==> config.mk <==
export PLATFORM = sky130hd
export DESIGN_NAME = grid_slice_window_resolver
export DESIGN_NICKNAME = d
export VERILOG_FILES = /design/src/rtl/gswr_pkg.sv /design/src/rtl/gswr_decode.sv /design/src/rtl/gswr_clamp.sv /design/src/rtl/gswr_emit.sv /design/src/rtl/grid_slice_window_resolver.sv
export SDC_FILE = /design/constraint.sdc
export NUM_CORES = 1
export LEC_CHECK = 0
export BUFFER_PORTS_ARGS = -buffer_cell sky130_fd_sc_hd__buf_2
export CORE_ASPECT_RATIO = 0.9
export CORE_MARGIN = 5
export CORE_UTILIZATION = 40
export CTS_BUF_LIST = sky130_fd_sc_hd__clkbuf_8
export DETAILED_ROUTE_END_ITERATION = 16
export PLACE_DENSITY = 0.58
export SKIP_LAST_GASP = 1
export SYNTH_ARGS = -nofsm -noshare
export SYNTH_HDL_FRONTEND = slang
export SYNTH_SLANG_ARGS = --single-unit
==> constraint.sdc <==
create_clock -name clk -period 5.7 [get_ports clk]
set_input_delay 0.57 -clock clk [delete_from_list [all_inputs] [get_ports clk]]
set_output_delay 0.57 -clock clk [all_outputs]
set_load 0.01 [all_outputs]
==> src/rtl/gswr_pkg.sv <==
package gswr_pkg;

	localparam int IDX_W = 19;

	typedef logic signed [IDX_W-1:0] idx_t;

	typedef enum logic [2:0] {
		IX_ABSENT = 3'd0,
		IX_ABS    = 3'd1,
		IX_REL    = 3'd2,
		IX_DSTART = 3'd3,
		IX_DEND   = 3'd4,
		IX_NONNUM = 3'd5
	} code_t;

	typedef enum logic [2:0] {
		KIND_EMPTY   = 3'd0,
		KIND_COPY    = 3'd1,
		KIND_CELL    = 3'd2,
		KIND_WINDOW  = 3'd3,
		KIND_ILLEGAL = 3'd4
	} kind_t;

	typedef enum logic [1:0] {
		RS_FAIL    = 2'd0,
		RS_OK      = 2'd1,
		RS_ILLEGAL = 2'd2
	} stat_t;

	localparam logic [1:0] VK_EMPTY  = 2'd0;
	localparam logic [1:0] VK_SINGLE = 2'd1;
	localparam logic [1:0] VK_BAD    = 2'd3;

	typedef struct packed {
		stat_t stat;
		idx_t  pos;
	} res_t;

	typedef struct packed {
		stat_t stat;
		idx_t  s;
		idx_t  e;
	} range_t;

	// Stage 1 result: decided early or resolved ranges for both dimensions.
	typedef struct packed {
		logic        done;
		kind_t       kind;
		logic        single;
		logic [15:0] rows;
		logic [15:0] cols;
		logic [15:0] base_row;
		logic [15:0] base_col;
		range_t      rng_r;
		range_t      rng_c;
	} s1_t;

	// Stage 2 result: ranges clamped to the dimensions.
	typedef struct packed {
		logic        done;
		kind_t       kind;
		logic        single;
		logic [15:0] base_row;
		logic [15:0] base_col;
		idx_t        r0;
		idx_t        r1;
		idx_t        q0;
		idx_t        q1;
	} s2_t;

	function automatic res_t resolve_one(code_t code, logic signed [16:0] val,
		logic [15:0] len, logic [15:0] here);
		res_t r;
		idx_t vx;
		idx_t lx;
		idx_t cx;
		vx = {{(IDX_W-17){val[16]}}, val};
		lx = {{(IDX_W-16){1'b0}}, len};
		cx = {{(IDX_W-16){1'b0}}, here};
		r.stat = RS_OK;
		r.pos = '0;
		case (code)
			IX_ABS: begin
				r.pos = val[16] ? vx + lx : vx;
			end
			IX_REL: begin
				r.pos = cx + vx;
			end
			IX_DSTART: begin
				r.pos = '0;
			end
			IX_DEND: begin
				r.pos = lx;
			end
			IX_NONNUM: begin
				r.stat = RS_FAIL;
			end
			default: begin
				r.stat = RS_ILLEGAL;
			end
		endcase
		return r;
	endfunction

	function automatic range_t resolve_range(code_t sc, code_t ec,
		logic signed [16:0] sv, logic signed [16:0] ev,
		logic [15:0] len, logic [15:0] here);
		range_t rg;
		res_t rs;
		res_t re;
		idx_t cx;
		cx = {{(IDX_W-16){1'b0}}, here};
		rs = resolve_one(sc, sv, len, here);
		re = resolve_one(ec, ev, len, here);
		rg.stat = RS_OK;
		rg.s = '0;
		rg.e = '0;
		if (sc == IX_ABSENT) begin
			if (ec != IX_ABSENT) begin
				rg.stat = RS_ILLEGAL;
			end else if (len == 16'd1) begin
				rg.e = idx_t'(1);
			end else begin
				rg.s = cx;
				rg.e = cx + idx_t'(1);
			end
		end else if (rs.stat != RS_OK) begin
			// A start that fails hides whatever the end index holds.
			rg.stat = rs.stat;
		end else if (ec == IX_ABSENT) begin
			rg.s = rs.pos;
			rg.e = rs.pos + idx_t'(1);
		end else begin
			rg.stat = re.stat;
			rg.s = rs.pos;
			rg.e = re.pos;
		end
		return rg;
	endfunction

endpackage

==> src/rtl/gswr_decode.sv <==
module gswr_decode import gswr_pkg::*; (
	input  logic               clk,
	input  logic               arst_n,
	input  logic               en,
	input  logic               valid_in,
	input  logic [1:0]         value_kind,
	input  logic [15:0]        value_rows,
	input  logic [15:0]        value_cols,
	input  logic [15:0]        window_base_row,
	input  logic [15:0]        window_base_col,
	input  logic [15:0]        here_row,
	input  logic [15:0]        here_col,
	input  logic [11:0]        index_kinds,
	input  logic signed [16:0] first_start_value,
	input  logic signed [16:0] first_end_value,
	input  logic signed [16:0] second_start_value,
	input  logic signed [16:0] second_end_value,
	output logic               valid_s1,
	output s1_t                data_s1
);

	code_t c0, c1, c2, c3;
	code_t rsc, rec, csc, cec;
	logic signed [16:0] rsv, rev, csv, cev;
	logic [15:0] rows, cols;
	s1_t nxt;

	assign c0 = code_t'(index_kinds[2:0]);
	assign c1 = code_t'(index_kinds[5:3]);
	assign c2 = code_t'(index_kinds[8:6]);
	assign c3 = code_t'(index_kinds[11:9]);

	always_comb begin
		nxt = '0;
		nxt.kind = KIND_EMPTY;
		nxt.single = (value_kind == VK_SINGLE);
		rows = nxt.single ? 16'd1 : value_rows;
		cols = nxt.single ? 16'd1 : value_cols;
		nxt.rows = rows;
		nxt.cols = cols;
		nxt.base_row = window_base_row;
		nxt.base_col = window_base_col;
		rsc = IX_ABSENT;
		rec = IX_ABSENT;
		csc = IX_ABSENT;
		cec = IX_ABSENT;
		rsv = '0;
		rev = '0;
		csv = '0;
		cev = '0;
		if (c0 == IX_ABSENT && c1 == IX_ABSENT) begin
			if (c2 != IX_ABSENT || c3 != IX_ABSENT) begin
				nxt.done = 1'b1;
				nxt.kind = KIND_ILLEGAL;
			end
		end else if (c2 == IX_ABSENT && c3 == IX_ABSENT) begin
			// A lone slice runs along the unit dimension; the other takes 0..1.
			if (rows == 16'd1) begin
				rsc = IX_ABS;
				rec = IX_ABS;
				rev = 17'sd1;
				csc = c0;
				csv = first_start_value;
				cec = c1;
				cev = first_end_value;
			end else if (cols == 16'd1) begin
				rsc = c0;
				rsv = first_start_value;
				rec = c1;
				rev = first_end_value;
				csc = IX_ABS;
				cec = IX_ABS;
				cev = 17'sd1;
			end else begin
				nxt.done = 1'b1;
				nxt.kind = KIND_EMPTY;
			end
		end else begin
			rsc = c0;
			rsv = first_start_value;
			rec = c1;
			rev = first_end_value;
			csc = c2;
			csv = second_start_value;
			cec = c3;
			cev = second_end_value;
		end
		// An empty or bad value kind overrides anything the slices decided.
		if (value_kind == VK_EMPTY) begin
			nxt.done = 1'b1;
			nxt.kind = KIND_EMPTY;
		end else if (value_kind == VK_BAD) begin
			nxt.done = 1'b1;
			nxt.kind = KIND_ILLEGAL;
		end
		nxt.rng_r = resolve_range(rsc, rec, rsv, rev, rows, here_row);
		nxt.rng_c = resolve_range(csc, cec, csv, cev, cols, here_col);
	end

	always_ff @(posedge clk or negedge arst_n) begin
		if (!arst_n) begin
			valid_s1 <= 1'b0;
		end else if (en) begin
			valid_s1 <= valid_in;
		end
	end

	always_ff @(posedge clk) begin
		if (en) begin
			data_s1 <= nxt;
		end
	end

endmodule

==> src/rtl/gswr_clamp.sv <==
module gswr_clamp import gswr_pkg::*; (
	input  logic clk,
	input  logic arst_n,
	input  logic en,
	input  logic valid_s1,
	input  s1_t  data_s1,
	output logic valid_s2,
	output s2_t  data_s2
);

	s2_t  nxt;
	idx_t len_r;
	idx_t len_c;

	assign len_r = {{(IDX_W-16){1'b0}}, data_s1.rows};
	assign len_c = {{(IDX_W-16){1'b0}}, data_s1.cols};

	always_comb begin
		nxt.done = data_s1.done;
		nxt.kind = data_s1.kind;
		nxt.single = data_s1.single;
		nxt.base_row = data_s1.base_row;
		nxt.base_col = data_s1.base_col;
		if (!data_s1.done) begin
			// Both dimensions are always resolved, so illegal beats a failure.
			if (data_s1.rng_r.stat == RS_ILLEGAL || data_s1.rng_c.stat == RS_ILLEGAL) begin
				nxt.done = 1'b1;
				nxt.kind = KIND_ILLEGAL;
			end else if (data_s1.rng_r.stat != RS_OK || data_s1.rng_c.stat != RS_OK) begin
				nxt.done = 1'b1;
				nxt.kind = KIND_EMPTY;
			end
		end
		nxt.r0 = data_s1.rng_r.s[IDX_W-1] ? '0 : data_s1.rng_r.s;
		nxt.q0 = data_s1.rng_c.s[IDX_W-1] ? '0 : data_s1.rng_c.s;
		nxt.r1 = (data_s1.rng_r.e > len_r) ? len_r : data_s1.rng_r.e;
		nxt.q1 = (data_s1.rng_c.e > len_c) ? len_c : data_s1.rng_c.e;
	end

	always_ff @(posedge clk or negedge arst_n) begin
		if (!arst_n) begin
			valid_s2 <= 1'b0;
		end else if (en) begin
			valid_s2 <= valid_s1;
		end
	end

	always_ff @(posedge clk) begin
		if (en) begin
			data_s2 <= nxt;
		end
	end

endmodule

==> src/rtl/gswr_emit.sv <==
module gswr_emit import gswr_pkg::*; (
	input  logic        clk,
	input  logic        arst_n,
	input  logic        en,
	input  logic        valid_s2,
	input  s2_t         data_s2,
	output logic        valid_s3,
	output logic [2:0]  kind_s3,
	output logic [16:0] row_s3,
	output logic [16:0] col_s3,
	output logic [15:0] rows_s3,
	output logic [15:0] cols_s3
);

	idx_t        diff_r;
	idx_t        diff_c;
	logic        is_empty;
	kind_t       kind;
	logic        keep;
	logic [16:0] row_sum;
	logic [16:0] col_sum;

	assign diff_r = data_s2.r1 - data_s2.r0;
	assign diff_c = data_s2.q1 - data_s2.q0;
	assign is_empty = diff_r[IDX_W-1] || (diff_r == '0) || diff_c[IDX_W-1] || (diff_c == '0);
	assign row_sum = {1'b0, data_s2.base_row} + data_s2.r0[16:0];
	assign col_sum = {1'b0, data_s2.base_col} + data_s2.q0[16:0];

	always_comb begin
		keep = 1'b0;
		if (data_s2.done) begin
			kind = data_s2.kind;
		end else if (is_empty) begin
			kind = KIND_EMPTY;
		end else if (data_s2.single) begin
			kind = KIND_COPY;
		end else begin
			keep = 1'b1;
			kind = (diff_r == idx_t'(1) && diff_c == idx_t'(1)) ? KIND_CELL : KIND_WINDOW;
		end
	end

	always_ff @(posedge clk or negedge arst_n) begin
		if (!arst_n) begin
			valid_s3 <= 1'b0;
		end else if (en) begin
			valid_s3 <= valid_s2;
		end
	end

	// Position and size fields read zero for anything but a cell or a window.
	always_ff @(posedge clk) begin
		if (en) begin
			kind_s3 <= kind;
			row_s3 <= keep ? row_sum : '0;
			col_s3 <= keep ? col_sum : '0;
			rows_s3 <= keep ? diff_r[15:0] : '0;
			cols_s3 <= keep ? diff_c[15:0] : '0;
		end
	end

endmodule

==> src/rtl/grid_slice_window_resolver.sv <==
// Pipeline: each input transfer passes through the registered decode, clamp and emit stages.
// Throughput: one item per cycle unless stalled; each stage holds one item and moves
// on when the stage after it is empty or moving, so bubbles are squeezed out under stall.
// Reset: arst_n clears the three stage valid bits at once; payload registers keep
// whatever they hold and are never shown without a valid bit.
module grid_slice_window_resolver import gswr_pkg::*; (
	input  logic               clk,
	input  logic               arst_n,
	input  logic               in_valid,
	output logic               in_stall,
	input  logic [1:0]         value_kind,
	input  logic [15:0]        value_rows,
	input  logic [15:0]        value_cols,
	input  logic [15:0]        window_base_row,
	input  logic [15:0]        window_base_col,
	input  logic [15:0]        here_row,
	input  logic [15:0]        here_col,
	input  logic [11:0]        index_kinds,
	input  logic signed [16:0] first_start_value,
	input  logic signed [16:0] first_end_value,
	input  logic signed [16:0] second_start_value,
	input  logic signed [16:0] second_end_value,
	output logic               out_valid,
	input  logic               out_stall,
	output logic [2:0]         result_kind,
	output logic [16:0]        out_row,
	output logic [16:0]        out_col,
	output logic [15:0]        out_rows,
	output logic [15:0]        out_cols
);

	logic valid_s1;
	logic valid_s2;
	logic en1;
	logic en2;
	logic en3;
	s1_t  data_s1;
	s2_t  data_s2;

	assign en3 = !out_valid || !out_stall;
	assign en2 = !valid_s2 || en3;
	assign en1 = !valid_s1 || en2;
	assign in_stall = !en1;

	gswr_decode u_decode (
		.clk                (clk),
		.arst_n             (arst_n),
		.en                 (en1),
		.valid_in           (in_valid),
		.value_kind         (value_kind),
		.value_rows         (value_rows),
		.value_cols         (value_cols),
		.window_base_row    (window_base_row),
		.window_base_col    (window_base_col),
		.here_row           (here_row),
		.here_col           (here_col),
		.index_kinds        (index_kinds),
		.first_start_value  (first_start_value),
		.first_end_value    (first_end_value),
		.second_start_value (second_start_value),
		.second_end_value   (second_end_value),
		.valid_s1           (valid_s1),
		.data_s1            (data_s1)
	);

	gswr_clamp u_clamp (
		.clk      (clk),
		.arst_n   (arst_n),
		.en       (en2),
		.valid_s1 (valid_s1),
		.data_s1  (data_s1),
		.valid_s2 (valid_s2),
		.data_s2  (data_s2)
	);

	gswr_emit u_emit (
		.clk      (clk),
		.arst_n   (arst_n),
		.en       (en3),
		.valid_s2 (valid_s2),
		.data_s2  (data_s2),
		.valid_s3 (out_valid),
		.kind_s3  (result_kind),
		.row_s3   (out_row),
		.col_s3   (out_col),
		.rows_s3  (out_rows),
		.cols_s3  (out_cols)
	);

	// The input side can only be held back when every stage is full.
	a_stall_full: assert property (@(posedge clk) disable iff (!arst_n)
		in_stall |-> (valid_s1 && valid_s2 && out_valid && out_stall))
		else $error("input stalled while the pipeline has room");

	a_zero_fields: assert property (@(posedge clk) disable iff (!arst_n)
		(out_valid && result_kind != KIND_CELL && result_kind != KIND_WINDOW)
		|-> (out_row == '0 && out_col == '0 && out_rows == '0 && out_cols == '0))
		else $error("position fields not zero for a non-window result");

	a_cell_size: assert property (@(posedge clk) disable iff (!arst_n)
		(out_valid && result_kind == KIND_CELL) |-> (out_rows == 16'd1 && out_cols == 16'd1))
		else $error("one-cell result with a size other than one by one");

	a_window_size: assert property (@(posedge clk) disable iff (!arst_n)
		(out_valid && result_kind == KIND_WINDOW) |-> (out_rows != '0 && out_cols != '0))
		else $error("window result with an empty dimension");

endmodule
==> flow_summary.yaml <==
setup_path:
  critical_path.max_stage_delay_ns: 0.61
  cp-start-kind: "input pin"
  cp-end-kind: "flip-flop"
  crit_top_cell: "buf_4"
  rr_startpoint: "u_clamp.data_s2[19]"
  cp_max_fo: 8
  critPathBufInv: 4
  crit_type: "in -> reg"
  critPathLaunch: "value_rows[2]"
  crit_chain: "buf_2 -> or4b_4 -> o41ai_4 -> a22oi_2 -> buf_4 -> and3_1 -> ha_1 -> o21a_1 -> a21oi_1 -> or4b_2 -> a31oi_1 -> o211ai_1 -> a311oi_2 -> buf_4 -> nand4_1 -> buf_4 -> nor3b_1 -> xor2_1 -> nor2_1 -> o32ai_1"
  arrival_ns: 5.54
  crit_family: "compound AO/OA/AOI/OAI gates"
  cp.required_ns: 6.04
  slowest_stage: "or4b_2"
sta:
  grt_setup_unrepaired: "false"
  fmax_ghz: 0.192
  tns_ns: 0
  final_min_period_over_clock_period: 0.912
  drv_slew: 0
  relSlewSlack: 0.205
  fin_crit_ns: 5.20
  fin_skew_ns: 0.0244
  worst_pin_slew_ns: 1.19
  hold_viol: 0
  finalSetupViolations: 0
finish:
  final_cell_area_mm2: 0.0308
  final_nets: 3654
  fin_cells: 4128
  multi_input_area_mm2: 0.0157
  layout_commonest_cell: "edfxtp_1"
  area_growth_pct: 17.0
  drive_gt1_frac: 0.180
  layout_common_cells: "edfxtp_1, buf_2, ha_1, nand2_1, nor2_1"
  ff_latch_area_mm2: 0.00977
  nFillCells: 6232
clock_network:
  cts_max_path_buffers: 3
  numCtsBuffers: 54
  cts_setup_buffers: 0
  clk_pin_slew_worst_paths_ns: 0.06
  cts-root-buf: "clkbuf_8"
  clock_latency_ns: 0.59
  cts-resized-gates: 0
  holdBufCountCts: 1
  cts.sinks: 326
  cts_tree: "done"
  h-tree-depth: 2
die:
  start_util: 0.403
  num_rows: 89
  die-height_um: 253
  die_x_um: 280
  io_pins: 253
  die-area_mm2: 0.0710
  core_mm2: 0.0654
power_and_ir_drop:
  internal_power_mw: 5.39
  power_frac_seq: 0.378
  power.density_mw_per_mm2: 274
  combPwrFrac: 0.407
  p_sw_frac: 0.361
  p_leak_nw: 13.4
  irDropWorstVdd_v: 0.000172
  clkPwrFrac: 0.216
  switching_power_mw: 3.05
route:
  routed_via_density: 5.78
  routed_wl_mm: 92.7
  drt_iter0_drc: 1947
  drt_pass1_iterations: 6
  wl_per_cell_um: 22.5
  final_antenna_net_count: 0
  drc_errors: 0
  via_count: 23900
synthesis:
  postSynth.asyncResetShare: 0.00920
  ys_seq_elements: 326
  synth_edf_count: 323
  yosysWarnings: 0
  syn_inst: 2817
  synth_area_mm2: 0.0263
  seq_area_frac_synth: 0.371
  avgSynthCellArea_um2: 9.34
  yosysUniqueCellTypes: 91
  synth_ff_type: "edfxtp_1"
min_path:
  hold_path.class: "in -> reg"
  holdCritStartpoint: "window_base_row[11]"
grt:
  grt_start_max_net_pins: 122
  grt_pass1_vias: 23000
  overflow: 0
  antenna_found_initial: 3
  grt_usage: 0.250
  grt_pass1_wl_mm: 138
placed_design:
  gp_congestion: 0.960
  dp_hpwl_mm: 75.7
  placed_cell_area_mm2: 0.0298
  place_inst: 4028
  port_buffers: 252
flow_run:
  max_cap_violations: 0
outcome:
  status: "finished clean"
## power groups by stage
| stage | combinational, mW | clock [mW] | sequential (mW) |
|---|---|---|---|
| floorplan | 2.36 | 0 | 3.20 |
| global placement | 3.32 | 0 | 3.23 |
| detailed placement | 3.37 | 0 | 3.24 |
| CTS | 3.39 | 1.89 | 3.19 |
| global route | 3.77 | 2.00 | 3.22 |
| finish | 3.43 | 1.82 | 3.19 |
## cells in the mapped netlist (12+ instances only)
library cell / count / area (um^2)
edfxtp_1: 323 / 9700
ha_1: 239 / 2990
nand2_1: 224 / 841
nor2_1: 192 / 721
a21oi_1: 187 / 936
o21ai_0: 163 / 816
inv_1: 153 / 574
nand3_1: 112 / 561
xnor2_1: 105 / 920
nor3_1: 100 / 500
nor2b_1: 92 / 576
xor2_1: 84 / 736
clkbuf_1: 76 / 285
a21o_1: 75 / 563
and3_1: 55 / 344
nand2b_1: 36 / 225
mux2_2: 34 / 383
mux2i_1: 32 / 320
o21a_1: 32 / 240
a31oi_1: 29 / 181
o22ai_1: 29 / 181
o211ai_1: 25 / 188
a22oi_1: 24 / 180
nor4_1: 24 / 150
a211oi_1: 23 / 173
nor3b_1: 23 / 173
nand4_1: 21 / 131
o21bai_1: 20 / 150
and2_1: 18 / 113
or3_1: 18 / 113
fa_1: 12 / 240
o31ai_1: 12 / 90.1
## flip-flops by register name (all words and copies together), names as in the netlist
register           count
u_clamp.data_s2      109
u_emit.cols_s3        16
u_emit.col_s3         17
u_decode.data_s1     145
u_emit.valid_s3        1
u_clamp.valid_s2       1
u_emit.row_s3         17
u_emit.kind_s3         3
u_decode.valid_s1      1
u_emit.rows_s3        16
## layout make-up
class	instances	share of cell area
flip-flops and latches	326	0.317
inverters	153	0.0187
clock buffers	55	0.0246
diodes	2	0.000163
multi-input cells	2248	0.510
repair buffers	438	0.0872
well taps	864	0.0351
clock inverters	42	0.00662
## path summary, 6_finish.rpt
path,cells after the start,slack (ns),endpoint
setup / recovery,20,0.50,u_decode.data_s1[53]
min in group asynchronous,2,0.31,u_clamp.valid_s2
hold reg to reg,0,0.42,u_clamp.data_s2[77]
hold / removal,1,0.15,u_decode.data_s1[107]
max in group asynchronous,2,5.29,u_emit.valid_s3
setup reg to reg,14,0.84,u_emit.rows_s3[7]
## worst reg2reg max path, cell delays in order, from the launching register on
cell,delay (ns)
edfxtp_1,0.43
ha_1,0.24
fa_1,0.40
nor2b_1,0.12
o21ai_0,0.11
a21oi_1,0.28
o21ba_2,0.21
o21ai_0,0.10
nor4b_1,0.17
a2111oi_0,0.81
nand3_1,0.33
o31a_1,0.38
nand3_2,0.56
buf_4,0.31
nor3_1,0.10
## metal layers
layer,global-route usage,part of all wire,vias to the layer above
met5,0,0.00014,-
met4,0.0671,0.029,2
met3,0.0325,0.074,128
met2,0.378,0.42,972
met1,0.377,0.48,11300
li1,-,-,11400
## cells by family (layout without fill, tap and decap cells)
logic type | count (synthesis) | count (layout) | synth area share
and+or+nand+nor | 965 | 965 | 0.185
AOI/OAI and AO/OA | 775 | 775 | 0.195
DFF | 326 | 326 | 0.371
adders and majority gates | 251 | 251 | 0.123
buffers and inverters | 244 | 688 | 0.0358
xor gates and xnor gates | 189 | 189 | 0.0629
muxes | 66 | 66 | 0.0267
other | 1 | 4 | 0.000143
## per-stage QoR
step	hold slack, ns	power, mW	setup slack (ns)	utilization
detailed placement	0.368	6.61	-0.0545	0.456
global route	0.123	8.99	0.0673	0.471
global placement	0.364	6.55	0.00383	0.456
finish	0.153	8.44	0.502	0.471
CTS	0.112	8.48	0.590	0.471
floorplan	0.274	5.56	-0.733	-
Power figures use the tool's default switching activity.
